--- src/rtl/core/wavp_pkg.sv ---
package wavp_pkg;

	// Chunk tags as they read after four bytes go through a little-endian shift line
	localparam logic [31:0] TAG_RIFF = 32'h4646_4952;
	localparam logic [31:0] TAG_WAVE = 32'h4556_4157;
	localparam logic [31:0] TAG_FMT  = 32'h2074_6d66;
	localparam logic [31:0] TAG_LIST = 32'h5453_494c;
	localparam logic [31:0] TAG_DATA = 32'h6174_6164;

	localparam logic [2:0] KIND_HEADER  = 3'd0;
	localparam logic [2:0] KIND_PAYLOAD = 3'd1;
	localparam logic [2:0] KIND_SKIP    = 3'd2;
	localparam logic [2:0] KIND_ERROR   = 3'd3;
	localparam logic [2:0] KIND_EXTRA   = 3'd4;

	localparam logic [2:0] ERR_NONE    = 3'd0;
	localparam logic [2:0] ERR_NO_RIFF = 3'd1;
	localparam logic [2:0] ERR_NO_WAVE = 3'd2;
	localparam logic [2:0] ERR_NO_FMT  = 3'd3;
	localparam logic [2:0] ERR_NO_DATA = 3'd4;

	localparam int QueueDepth = 2;
	localparam int QueuePtrW  = (QueueDepth > 1) ? $clog2(QueueDepth) : 1;
	localparam int QueueCntW  = $clog2(QueueDepth + 1);

	typedef struct packed {
		logic [7:0] file_byte;
		logic       restart;
	} wavp_in_t;

	typedef struct packed {
		logic [2:0]  byte_kind;
		logic [2:0]  error_code;
		logic [7:0]  payload_byte;
		logic        payload_last;
		logic        header_valid;
		logic [15:0] channel_count;
		logic [31:0] sample_rate;
		logic [15:0] sample_bits;
		logic [31:0] data_length;
	} wavp_out_t;

	// Classified word handed from the front to the parser
	typedef struct packed {
		logic [7:0]  file_byte;
		logic        restart;
		logic [31:0] shift;
		logic        shift_zero;
		logic        is_riff;
		logic        is_wave;
		logic        is_fmt;
		logic        is_list;
		logic        is_data;
	} wavp_item_t;

endpackage

--- src/rtl/core/wavp_front.sv ---
module wavp_front (
	input  logic                 clk,
	input  logic                 arst_n,
	input  logic                 file_valid,
	output logic                 file_stall,
	input  wavp_pkg::wavp_in_t   file_word,
	output logic                 push_valid,
	input  logic                 push_full,
	output wavp_pkg::wavp_item_t push_item
);

	logic                 valid_s1;
	wavp_pkg::wavp_item_t item_s1;
	logic [31:0]          shift_q;
	logic [31:0]          shift_next;
	logic                 accept;

	assign file_stall = valid_s1 && push_full;
	assign accept     = file_valid && !file_stall;

	// restart clears the history before the new byte shifts in
	assign shift_next = file_word.restart ? {file_word.file_byte, 24'd0}
	                                      : {file_word.file_byte, shift_q[31:8]};

	always_ff @(posedge clk or negedge arst_n) begin
		if (!arst_n) begin
			shift_q  <= '0;
			valid_s1 <= 1'b0;
		end else begin
			if (accept) begin
				shift_q  <= shift_next;
				valid_s1 <= 1'b1;
			end else if (!push_full) begin
				valid_s1 <= 1'b0;
			end
		end
	end

	always_ff @(posedge clk) begin
		if (accept) begin
			item_s1.file_byte  <= file_word.file_byte;
			item_s1.restart    <= file_word.restart;
			item_s1.shift      <= shift_next;
			item_s1.shift_zero <= (shift_next == 32'd0);
			item_s1.is_riff    <= (shift_next == wavp_pkg::TAG_RIFF);
			item_s1.is_wave    <= (shift_next == wavp_pkg::TAG_WAVE);
			item_s1.is_fmt     <= (shift_next == wavp_pkg::TAG_FMT);
			item_s1.is_list    <= (shift_next == wavp_pkg::TAG_LIST);
			item_s1.is_data    <= (shift_next == wavp_pkg::TAG_DATA);
		end
	end

	assign push_valid = valid_s1;
	assign push_item  = item_s1;

endmodule

--- src/rtl/core/wavp_queue.sv ---
module wavp_queue (
	input  logic                 clk,
	input  logic                 arst_n,
	input  logic                 push_valid,
	output logic                 push_full,
	input  wavp_pkg::wavp_item_t push_item,
	output logic                 pop_valid,
	input  logic                 pop_ready,
	output wavp_pkg::wavp_item_t pop_item
);

	wavp_pkg::wavp_item_t              entry_q [wavp_pkg::QueueDepth];
	logic [wavp_pkg::QueuePtrW-1:0]    wr_ptr_q;
	logic [wavp_pkg::QueuePtrW-1:0]    rd_ptr_q;
	logic [wavp_pkg::QueueCntW-1:0]    count_q;
	logic                              push;
	logic                              pop;

	assign push_full = (count_q == wavp_pkg::QueueCntW'(wavp_pkg::QueueDepth));
	assign pop_valid = (count_q != '0);
	assign push      = push_valid && !push_full;
	assign pop       = pop_valid && pop_ready;
	assign pop_item  = entry_q[rd_ptr_q];

	function automatic logic [wavp_pkg::QueuePtrW-1:0] next_ptr(
		input logic [wavp_pkg::QueuePtrW-1:0] ptr
	);
		if (ptr == wavp_pkg::QueuePtrW'(wavp_pkg::QueueDepth - 1))
			return '0;
		return ptr + 1'b1;
	endfunction

	always_ff @(posedge clk or negedge arst_n) begin
		if (!arst_n) begin
			wr_ptr_q <= '0;
			rd_ptr_q <= '0;
			count_q  <= '0;
		end else begin
			if (push)
				wr_ptr_q <= next_ptr(wr_ptr_q);
			if (pop)
				rd_ptr_q <= next_ptr(rd_ptr_q);
			if (push && !pop)
				count_q <= count_q + 1'b1;
			else if (pop && !push)
				count_q <= count_q - 1'b1;
		end
	end

	always_ff @(posedge clk) begin
		if (push)
			entry_q[wr_ptr_q] <= push_item;
	end

endmodule

--- src/rtl/core/wavp_back.sv ---
module wavp_back (
	input  logic                 clk,
	input  logic                 arst_n,
	input  logic                 pop_valid,
	output logic                 pop_ready,
	input  wavp_pkg::wavp_item_t pop_item,
	output logic                 result_valid,
	input  logic                 result_stall,
	output wavp_pkg::wavp_out_t  result_word
);

	typedef enum logic [12:0] {
		PH_RIFF    = 13'b0_0000_0000_0001,
		PH_RSIZE   = 13'b0_0000_0000_0010,
		PH_WAVE    = 13'b0_0000_0000_0100,
		PH_FMTTAG  = 13'b0_0000_0000_1000,
		PH_FMTBODY = 13'b0_0000_0001_0000,
		PH_CHUNK   = 13'b0_0000_0010_0000,
		PH_LSIZE   = 13'b0_0000_0100_0000,
		PH_SKIP    = 13'b0_0000_1000_0000,
		PH_DATATAG = 13'b0_0001_0000_0000,
		PH_DSIZE   = 13'b0_0010_0000_0000,
		PH_PAY     = 13'b0_0100_0000_0000,
		PH_DONE    = 13'b0_1000_0000_0000,
		PH_ERR     = 13'b1_0000_0000_0000
	} phase_t;

	phase_t      phase_q, e_phase, n_phase;
	logic [4:0]  pos_q, e_pos, n_pos;
	logic [31:0] skip_q, e_skip, n_skip;
	logic [31:0] rem_q, e_rem, n_rem;
	logic [15:0] chan_q, e_chan, n_chan;
	logic [31:0] rate_q, e_rate, n_rate;
	logic [15:0] bits_q, e_bits, n_bits;
	logic [31:0] len_q, e_len, n_len;
	logic [2:0]  err_q, e_err, n_err;
	logic [2:0]  kind;
	logic [7:0]  pay;
	logic        last;
	logic        valid_q;
	logic        pop;
	logic [7:0]  b;

	assign pop_ready = !valid_q || !result_stall;
	assign pop       = pop_valid && pop_ready;
	assign b         = pop_item.file_byte;

	always_comb begin
		// restart: take this byte as the first one of a fresh file
		if (pop_item.restart) begin
			e_phase = PH_RIFF;
			e_pos   = '0;
			e_skip  = '0;
			e_rem   = '0;
			e_chan  = '0;
			e_rate  = '0;
			e_bits  = '0;
			e_len   = '0;
			e_err   = wavp_pkg::ERR_NONE;
		end else begin
			e_phase = phase_q;
			e_pos   = pos_q;
			e_skip  = skip_q;
			e_rem   = rem_q;
			e_chan  = chan_q;
			e_rate  = rate_q;
			e_bits  = bits_q;
			e_len   = len_q;
			e_err   = err_q;
		end

		n_phase = e_phase;
		n_pos   = e_pos;
		n_skip  = e_skip;
		n_rem   = e_rem;
		n_chan  = e_chan;
		n_rate  = e_rate;
		n_bits  = e_bits;
		n_len   = e_len;
		n_err   = e_err;
		kind    = wavp_pkg::KIND_HEADER;
		pay     = 8'd0;
		last    = 1'b0;

		case (e_phase)
			PH_RIFF, PH_WAVE, PH_FMTTAG, PH_CHUNK, PH_DATATAG: begin
				if (e_pos < 5'd3) begin
					n_pos = e_pos + 5'd1;
				end else begin
					n_pos = '0;
					case (e_phase)
						PH_RIFF: begin
							if (pop_item.is_riff) begin
								n_phase = PH_RSIZE;
							end else begin
								n_phase = PH_ERR;
								n_err   = wavp_pkg::ERR_NO_RIFF;
							end
						end
						PH_WAVE: begin
							if (pop_item.is_wave) begin
								n_phase = PH_FMTTAG;
							end else begin
								n_phase = PH_ERR;
								n_err   = wavp_pkg::ERR_NO_WAVE;
							end
						end
						PH_FMTTAG: begin
							if (pop_item.is_fmt) begin
								n_phase = PH_FMTBODY;
							end else begin
								n_phase = PH_ERR;
								n_err   = wavp_pkg::ERR_NO_FMT;
							end
						end
						PH_CHUNK: begin
							if (pop_item.is_list) begin
								n_phase = PH_LSIZE;
							end else if (pop_item.is_data) begin
								n_phase = PH_DSIZE;
							end else begin
								n_phase = PH_ERR;
								n_err   = wavp_pkg::ERR_NO_DATA;
							end
						end
						default: begin
							// a second LIST lands here as a missing data tag
							if (pop_item.is_data) begin
								n_phase = PH_DSIZE;
							end else begin
								n_phase = PH_ERR;
								n_err   = wavp_pkg::ERR_NO_DATA;
							end
						end
					endcase
					if (n_phase == PH_ERR)
						kind = wavp_pkg::KIND_ERROR;
				end
			end
			PH_RSIZE: begin
				if (e_pos < 5'd3) begin
					n_pos = e_pos + 5'd1;
				end else begin
					n_pos   = '0;
					n_phase = PH_WAVE;
				end
			end
			PH_FMTBODY: begin
				case (e_pos)
					5'd6:    n_chan[7:0]   = e_chan[7:0] | b;
					5'd7:    n_chan[15:8]  = e_chan[15:8] | b;
					5'd8:    n_rate[7:0]   = e_rate[7:0] | b;
					5'd9:    n_rate[15:8]  = e_rate[15:8] | b;
					5'd10:   n_rate[23:16] = e_rate[23:16] | b;
					5'd11:   n_rate[31:24] = e_rate[31:24] | b;
					5'd18:   n_bits[7:0]   = e_bits[7:0] | b;
					5'd19:   n_bits[15:8]  = e_bits[15:8] | b;
					default: ;
				endcase
				if (e_pos >= 5'd19) begin
					n_pos   = '0;
					n_phase = PH_CHUNK;
				end else begin
					n_pos = e_pos + 5'd1;
				end
			end
			PH_LSIZE: begin
				if (e_pos < 5'd3) begin
					n_pos = e_pos + 5'd1;
				end else begin
					// the shift line now holds the whole size word
					n_pos   = '0;
					n_skip  = pop_item.shift;
					n_phase = pop_item.shift_zero ? PH_DATATAG : PH_SKIP;
				end
			end
			PH_SKIP: begin
				kind   = wavp_pkg::KIND_SKIP;
				n_skip = e_skip - 32'd1;
				if (e_skip == 32'd1)
					n_phase = PH_DATATAG;
			end
			PH_DSIZE: begin
				case (e_pos[1:0])
					2'd0:    n_len[7:0]   = e_len[7:0] | b;
					2'd1:    n_len[15:8]  = e_len[15:8] | b;
					2'd2:    n_len[23:16] = e_len[23:16] | b;
					default: n_len[31:24] = e_len[31:24] | b;
				endcase
				if (e_pos < 5'd3) begin
					n_pos = e_pos + 5'd1;
				end else begin
					n_pos   = '0;
					n_rem   = n_len;
					n_phase = pop_item.shift_zero ? PH_DONE : PH_PAY;
				end
			end
			PH_PAY: begin
				kind  = wavp_pkg::KIND_PAYLOAD;
				pay   = b;
				n_rem = e_rem - 32'd1;
				if (e_rem == 32'd1) begin
					last    = 1'b1;
					n_phase = PH_DONE;
				end
			end
			PH_DONE: kind = wavp_pkg::KIND_EXTRA;
			default: kind = wavp_pkg::KIND_ERROR;
		endcase
	end

	always_ff @(posedge clk or negedge arst_n) begin
		if (!arst_n) begin
			phase_q <= PH_RIFF;
			pos_q   <= '0;
			skip_q  <= '0;
			rem_q   <= '0;
			chan_q  <= '0;
			rate_q  <= '0;
			bits_q  <= '0;
			len_q   <= '0;
			err_q   <= wavp_pkg::ERR_NONE;
			valid_q <= 1'b0;
		end else begin
			if (pop) begin
				phase_q <= n_phase;
				pos_q   <= n_pos;
				skip_q  <= n_skip;
				rem_q   <= n_rem;
				chan_q  <= n_chan;
				rate_q  <= n_rate;
				bits_q  <= n_bits;
				len_q   <= n_len;
				err_q   <= n_err;
				valid_q <= 1'b1;
			end else if (!result_stall) begin
				valid_q <= 1'b0;
			end
		end
	end

	always_ff @(posedge clk) begin
		if (pop) begin
			result_word.byte_kind     <= kind;
			result_word.error_code    <= n_err;
			result_word.payload_byte  <= pay;
			result_word.payload_last  <= last;
			result_word.header_valid  <= (n_phase == PH_PAY) || (n_phase == PH_DONE);
			result_word.channel_count <= n_chan;
			result_word.sample_rate   <= n_rate;
			result_word.sample_bits   <= n_bits;
			result_word.data_length   <= n_len;
		end
	end

	assign result_valid = valid_q;

endmodule

--- src/rtl/core/wav_header_parser_unit.sv ---
// RIFF/WAVE header parser. Feed the file one byte per word on file_*; each byte gives exactly
// one result word on result_*, in order. Unless result_stall holds it, the block sustains one
// byte per clock: the front stage keeps the last four bytes and matches them against the
// chunk tags, a two-word queue decouples it from the parser state machine in the back stage,
// which retires one byte per cycle into the output register. An unstalled byte's result is
// registered in the front stage, the queue and the back stage. Set restart on the first byte
// of every new file; it clears all parser state, including a latched tag error. The fmt chunk
// is taken as the fixed 16-byte PCM layout, at most one LIST chunk is skipped, and the data
// chunk's bytes pass through with the last one marked; later bytes are reported as extra.
module wav_header_parser_unit (
	input  logic                clk,
	input  logic                arst_n,
	input  logic                file_valid,
	output logic                file_stall,
	input  wavp_pkg::wavp_in_t  file_word,
	output logic                result_valid,
	input  logic                result_stall,
	output wavp_pkg::wavp_out_t result_word
);

	logic                 push_valid;
	logic                 push_full;
	wavp_pkg::wavp_item_t push_item;
	logic                 pop_valid;
	logic                 pop_ready;
	wavp_pkg::wavp_item_t pop_item;

	wavp_front u_front (
		.clk        (clk),
		.arst_n     (arst_n),
		.file_valid (file_valid),
		.file_stall (file_stall),
		.file_word  (file_word),
		.push_valid (push_valid),
		.push_full  (push_full),
		.push_item  (push_item)
	);

	wavp_queue u_queue (
		.clk        (clk),
		.arst_n     (arst_n),
		.push_valid (push_valid),
		.push_full  (push_full),
		.push_item  (push_item),
		.pop_valid  (pop_valid),
		.pop_ready  (pop_ready),
		.pop_item   (pop_item)
	);

	wavp_back u_back (
		.clk          (clk),
		.arst_n       (arst_n),
		.pop_valid    (pop_valid),
		.pop_ready    (pop_ready),
		.pop_item     (pop_item),
		.result_valid (result_valid),
		.result_stall (result_stall),
		.result_word  (result_word)
	);

endmodule

--- config.mk ---
export PLATFORM = sky130hd
export DESIGN_NAME = wav_header_parser_unit
export DESIGN_NICKNAME = d
export VERILOG_FILES = /design/src/rtl/core/wavp_pkg.sv /design/src/rtl/core/wavp_front.sv /design/src/rtl/core/wavp_queue.sv /design/src/rtl/core/wavp_back.sv /design/src/rtl/core/wav_header_parser_unit.sv
export SDC_FILE = /design/constraint.sdc
export NUM_CORES = 1
export LEC_CHECK = 0
export BUFFER_PORTS_ARGS = -buffer_cell sky130_fd_sc_hd__buf_4
export CAP_MARGIN = 20
export CORE_UTILIZATION = 67
export CTS_BUF_LIST = sky130_fd_sc_hd__clkbuf_8
export CTS_CLUSTER_SIZE = 25
export DETAILED_ROUTE_END_ITERATION = 6
export GPL_TIMING_DRIVEN = 0
export PLACE_DENSITY = 0.87
export SYNTH_ARGS = -nofsm -noshare
export SYNTH_HDL_FRONTEND = slang
export SYNTH_HIERARCHICAL = 1
export SYNTH_SLANG_ARGS = --single-unit
--- constraint.sdc ---
create_clock -name clk -period 11.5 [get_ports clk]
set_clock_uncertainty 0.1 [all_clocks]
set_input_delay 1.15 -clock clk [delete_from_list [all_inputs] [get_ports clk]]
set_output_delay 1.15 -clock clk [all_outputs]
set_load 0.01 [all_outputs]
==> summary.md, run 1 <==
| Metric | Value |
|---|---|
| Vias in the first global route | `18625` |
| Post-CTS Resized | `0` |
| Placed Area | `23100 um2` |
| Drt total wl | `72000 um` |
| Arrival @ worst endpoint | `7090 ps` |
| Row count | `65` |
| Drt wl/cell | `27.1 um` |
| Final period util | `0.587` |
| R2r worst-path depth | `18` |
| Die H | `181 um` |
| TritonCTS Sinks | `456` |
| Leak | `9.85 nW` |
| Crit path launch type | `flop` |
| Core area | `31600 um2` |
| Crit path capture | `u_back/result_word[96]` |
| GPL Wtd Cong | `0.992` |
| Yosys top cell area share | `0.343` |
| CP Data Required Time | `11840 ps` |
| Hold Buf Count CTS | `0` |
| Synth Register Bits | `456` |
| Post-layout instance area | `24500 um2` |
| Area grow syn2layout | `14.2%` |
| Max Freq | `148 MHz` |
| Initial DRT Pass Iterations | `7` |
| Layout cells sized above 1 | `0.170` |
| GR Util All Layers | `0.444` |
| Setup TNS Final | `0 ps` |
| R2r startpoint | `u_queue/rd_ptr_q` |
| CP endpoint kind | `flop` |
| Final Hold Viols | `0` |
| Post-DP HPWL | `47000 um` |
| Syn Inst Count | `1983` |
| Power per cell area | `250 nW/um2` |
| Slew margin rel. | `0.219` |
| GRT overflow | `0` |
| Max cap viols | `0` |
| Die Wd | `181 um` |
| Most frequent cell after synthesis | `nand2_1` |
| Iteration-0 DRC Markers | `2870` |
| Synth Cell Area | `21500 um2` |
| # setup viols final | `0` |
| Cell accounting for the most synthesized area | `edfxtp_1` |
| Failing checks | `DRC` |
| Worst min path class | `reg -> reg` |
| Synth warn | `6` |
| Top post-synthesis cells by area | `edfxtp_1, dfrtp_1, nand2_1` |
| Capture point of the worst reg-to-reg path | `u_back/result_word[96]` |
| Outcome | `finished, violations left` |
| Max Slew Vio Count | `0` |
| Die ar. | `32700 um2` |
| CP max FO | `10` |
| Initial Utilization | `0.680` |
| CTS H-tree lvls | `3` |
| Setup ws final | `4750 ps` |
| Root Buffer | `clkbuf_8` |
| Syn Area/Cell | `10.8 um2` |
| CTS tree | `yes` |
| Clk slew on worst S/H paths | `70 ps` |
| Clk buf depth | `3` |
| Post-synth top flop | `edfxtp_1` |
| Setup crit start | `u_queue/rd_ptr_q` |
| Vias per cell | `7.13` |
| Via count | `18939` |
| Syn nets | `2005` |
| Post-synthesis sequential area ratio | `0.589` |
| Post-synth EDFFs | `245` |
| Diode count | `0` |
| Cell variety after synth | `86` |
| Worst Max-Slew Pin Slew | `1170 ps` |
| Drc violations | `1` |
| Crit path time final | `6750 ps` |
| First-pass GRT wire length | `108000 um` |
| Fin nets | `2214` |
| Cts bufs inserted | `74` |
| RSZ-0062 raised after global routing | `false` |
| Ys async rst share | `0.463` |
| Pre-CTS WS | `5170 ps` |
| Top Ports | `127` |
| Initial antenna violation count | `0` |
| R2R setup slack | `4750 ps` |
| Final ANT Viol Nets | `0` |
| Commonest cells post-synth | `nand2_1, edfxtp_1, dfrtp_1` |
| Largest net degree at the start of global routing | `110` |
| Port buffer count | `126` |
| Max VDD drop | `0.209 mV` |
| Clock Latency Late Sink | `670 ps` |
| WS Path Type | `reg -> reg` |
| Post-CTS Setup Inserts | `0` |
| Worst Hold Depth | `0` |
-- cell usage in the layout, fill, tap and decap left out, types with 41 or more instances in the layout --
master    synthesis  routed
nor2_1           98      97
edfxtp_1        245     245
clkbuf_1         89      89
a21oi_1         108     108
mux2_2           58      58
o21ai_0         174     174
buf_4             8     133
clkbuf_8          0      77
o22ai_1          77      77
nor3_1           41      41
nand2_1         271     271
nor2b_1          53      53
dfrtp_1         210     210
inv_1            94     128
-- routing by layer --
layer,global-route usage,up-vias,part of all wire
met4,0.285,0,0.071
met1,0.545,8998,0.35
li1,-,7692,-
met2,0.690,1772,0.45
met3,0.134,477,0.13
met5,0,-,0
-- layout make-up --
type | count | area, um2
Clock buffer | 77 | 1060
Multi-Input combinational cell | 1292 | 7870
Buffer | 141 | 608
Sequential cell | 456 | 12600
Timing Repair Buffer | 133 | 1120
Tap cell | 402 | 503
Inverter | 94 | 353
Clock inverter | 60 | 357
Fill cell | 1918 | 7060
-- state kept, by name (all words and copies together) (netlist names) --
register	flops
u_back/result_word	112
u_queue/entry_q	94
u_front/push_item	39
u_back/len_q	32
u_back/rate_q	32
u_back/rem_q	32
u_back/skip_q	32
u_front/shift_q	24
u_back/bits_q	16
u_back/chan_q	16
u_back/phase_q	13
u_back/pos_q	5
u_back/err_q	3
u_queue/count_q	2
u_back/result_valid	1
u_front/push_valid	1
u_queue/rd_ptr_q	1
u_queue/wr_ptr_q	1
-- how the worst min path moves through the flow --
stage / start / to / slack (ps)
4_1_cts: u_front/push_item[28] / u_queue/entry_q[1][28] / 350
2_1_floorplan: u_front/push_item[0] / u_queue/entry_q[0][0] / 320
3_3_place_gp: u_front/push_item[11] / u_queue/entry_q[0][11] / 320
6_report: u_front/push_item[28] / u_queue/entry_q[1][28] / 350
5_1_grt: u_front/push_item[21] / u_queue/entry_q[1][21] / 360
3_5_place_dp: u_front/push_item[6] / u_queue/entry_q[0][6] / 330
-- critical path, stage by stage (launching register included) --
cell and delay [ps]:
dfrtp_1 380, buf_2 340, mux2_2 440, buf_2 250, inv_1 140, buf_2 320
clkbuf_1 560, clkbuf_1 640, buf_1 880, nand2_1 300, inv_1 200, ha_1 160
buf_1 310, o211ai_1 200, nand2_1 170, nand4_1 190, a211oi_1 490, o21ai_0 170
nor4_1 270
-- power by group --
group / total, mW / switching [mW] / internal, mW
logic: 2.42 / 1.67 / 0.744
registers: 2.34 / 0.186 / 2.15
clock network: 1.38 / 0.678 / 0.699
-- cell families after synthesis --
kind of cell               Yosys count  share of synthesized area
xor gates and xnor gates            19                    0.00776
and+or+nand+nor                    635                      0.145
muxes                               83                     0.0468
DFF                                456                      0.589
AOI/OAI and AO/OA                  546                      0.161
adders and majority gates            9                    0.00525
buffers and inverters              235                     0.0447
-- metrics by stage --
stage	hold WS [ps]	total power, mW	instances	util
after CTS	352	6.01	2655	0.776
after floorplan	321	3.66	1983	-
after global placement	323	4.55	2511	0.726
after detailed placement	332	4.64	2518	0.732
after global routing	355	6.30	2655	0.776
final	346	6.13	2655	0.776
Note: power is estimated with default switching activity, not from simulation.
==> inputs of run 2 (changes only) <==
- CORE_UTILIZATION: 67 -> 63
- PLACE_DENSITY: 0.87 -> 0.82
- clock period: 11.5 -> 6.65 ns (I/O delays scaled with it)
==> summary.md, run 2 (synthesis results as in run 1) <==
| Metric | Value |
|---|---|
| Drt total wl | `64900 um` |
| Most common cell after layout, fill and taps aside | `nand2_1` |
| Layout cells sized above 1 | `0.173` |
| Most frequent cells in the layout | `nand2_1, edfxtp_1, dfrtp_1, o21ai_0, buf_4` |
| Max stage delay cell, worst path | `buf_1` |
| Crit path time final | `6520 ps` |
| Via count | `17658` |
| Slew margin rel. | `0.257` |
| Clock Latency Late Sink | `630 ps` |
| Largest net degree at the start of global routing | `110` |
| Worst Max-Slew Pin Slew | `1100 ps` |
| Clk slew on worst S/H paths | `70 ps` |
| Die ar. | `34800 um2` |
| Most frequent CP cell | `buf_2` |
| CTS tree | `yes` |
| Buffers & Inverters on Critical Path | `9` |
| WS Path Type | `reg -> reg` |
| Initial antenna violation count | `0` |
| Drt wl/cell | `24.1 um` |
| Crit path launch type | `flop` |
| Arrival @ worst endpoint | `6910 ps` |
| Final ANT Viol Nets | `0` |
| CP max FO | `10` |
| GPL Wtd Cong | `0.976` |
| Top Ports | `127` |
| Final Hold Viols | `0` |
| FF/Latch Area | `12600 um2` |
| CP cell instances | `buf_2 > mux2_2 > buf_2 > buf_2 > buf_2 > buf_1 > clkbuf_2 > clkbuf_1 > nor2b_1 > inv_1 > ha_1 > inv_1 > nor3b_2 > nand2_1 > nor3_1 > xor2_1 > a22oi_1 > o21ai_0` |
| Max stage delay on crit path | `770 ps` |
| Largest Register | `u_back/result_word` |
| Post-DP HPWL | `44600 um` |
| RSZ-0062 raised after global routing | `false` |
| Vias in the first global route | `17258` |
| Power per cell area | `428 nW/um2` |
| Area grow syn2layout | `14.7%` |
| # setup viols final | `0` |
| CTS H-tree lvls | `3` |
| Max Slew Vio Count | `0` |
| Comb pwr share | `0.385` |
| NetSw | `4.19 mW` |
| Final hold slack | `167 ps` |
| Initial Utilization | `0.640` |
| CP endpoint kind | `flop` |
| CP Data Required Time | `7040 ps` |
| Final period util | `0.980` |
| Diode count | `0` |
| Die H | `187 um` |
| Max Freq | `153 MHz` |
| CP delay by family, top | `buffers and inverters` |
| Placed Area | `23100 um2` |
| Max reg flops | `112` |
| Clock power share | `0.233` |
| Vias per cell | `6.55` |
| GR Util All Layers | `0.375` |
| Max VDD drop | `0.310 mV` |
| Switching share of power | `0.398` |
| Initial DRT Pass Iterations | `6` |
| Root Buffer | `clkbuf_8` |
| Fillers | `2334` |
| Max cap viols | `0` |
| GRT overflow | `0` |
| Post-layout instance area | `24600 um2` |
| Fin nets | `2213` |
| Worst min path class | `in -> reg` |
| First-pass GRT wire length | `99100 um` |
| Drc violations | `0` |
| Final Util | `0.734` |
| Multi-input logic area | `7870 um2` |
| Outcome | `finished, final reports clean` |
| Core area | `33500 um2` |
| TritonCTS Sinks | `456` |
| Port buffer count | `126` |
| Cts bufs inserted | `73` |
| Leak | `9.80 nW` |
| Power Internal | `6.33 mW` |
| Die Wd | `187 um` |
| Post-CTS Setup Inserts | `0` |
| Iteration-0 DRC Markers | `2203` |
| Clk buf depth | `3` |
| Flop pwr share | `0.381` |
| Row count | `67` |
==> run 2: changes by cell type in the layout (fill, tap and decap cells not counted), sizes merged <==
| cell | before | now |
|---|---|---|
| clkinvlp | 1 | 7 |
| buf | 185 | 184 |
| clkbuf | 166 | 165 |
| inv | 134 | 114 |
| bufinv | 3 | 7 |
| clkinv | 16 | 23 |
| dlygate4sd3 | 0 | 1 |
==> run 2: final timing paths <==
kind	startpoint	endpoint	slack [ps]	cells after the start
worst max-delay path	u_queue/rd_ptr_q	u_back/skip_q[24]	130	18
worst min-delay path	file_word[8]	u_front/push_item[46]	170	1
worst max register to register	u_queue/rd_ptr_q	u_back/skip_q[24]	130	18
worst min register to register	u_front/push_item[19]	u_queue/entry_q[0][19]	340	0
max in group asynchronous	arst_n	u_back/rem_q[1]	4770	3
min in group asynchronous	arst_n	u_back/rate_q[12]	580	2
==> run 2: worst register-to-register path, stage by stage (launching register included) <==
cell      delay (ps)
dfrtp_1          370
buf_2            340
mux2_2           290
buf_2            330
buf_2            380
buf_2            410
buf_1            780
clkbuf_2         540
clkbuf_1         730
nor2b_1          150
inv_1            100
ha_1             250
inv_1            120
nor3b_2          360
nand2_1          270
nor3_1           440
xor2_1           130
a22oi_1          200
o21ai_0           90
==> run 2: power by group through the flow <==
stage / clock (mW) / sequential, mW / combinational (mW)
final: 2.46 / 4.01 / 4.06
after global routing: 2.60 / 4.07 / 4.23
after CTS: 2.49 / 4.01 / 3.92
after detailed placement: 0 / 4.05 / 3.90
after global placement: 0 / 4.10 / 3.79
after floorplan: 0 / 4.14 / 2.19
==> run 2: final cells by class <==
type	instances	area share
clock inverters	57	0.0178
well taps	448	0.0228
clock buffers	76	0.0425
inverters	94	0.0143
plain buffers	141	0.0248
flip-flops and latches	456	0.514
multi-input cells	1292	0.320
repair buffers	133	0.0444
==> run 2: stage by stage <==
stage	setup TNS (ps)	power, mW	setup slack, ps	std cells
after detailed placement	0	7.95	317	2563
final	0	10.5	131	2697
after global routing	0	10.9	110	2697
after CTS	0	10.4	280	2697
after global placement	-75590	7.90	-648	2557
after floorplan	0	6.33	1410	1983
==> run 2: what timing repair did <==
item / CTS / global route
endpoints found under the hold margin: 3 / 0
resized for setup: 0 / 2
setup endpoints to repair: 0 / 3
hold buffers: 1 / 0
==> run 2: routing by layer <==
metal | routed length (um) | track usage
met5 | 0 | 0
met4 | 3200 | 0.201
met3 | 7080 | 0.0891
met2 | 30200 | 0.597
met1 | 24400 | 0.480
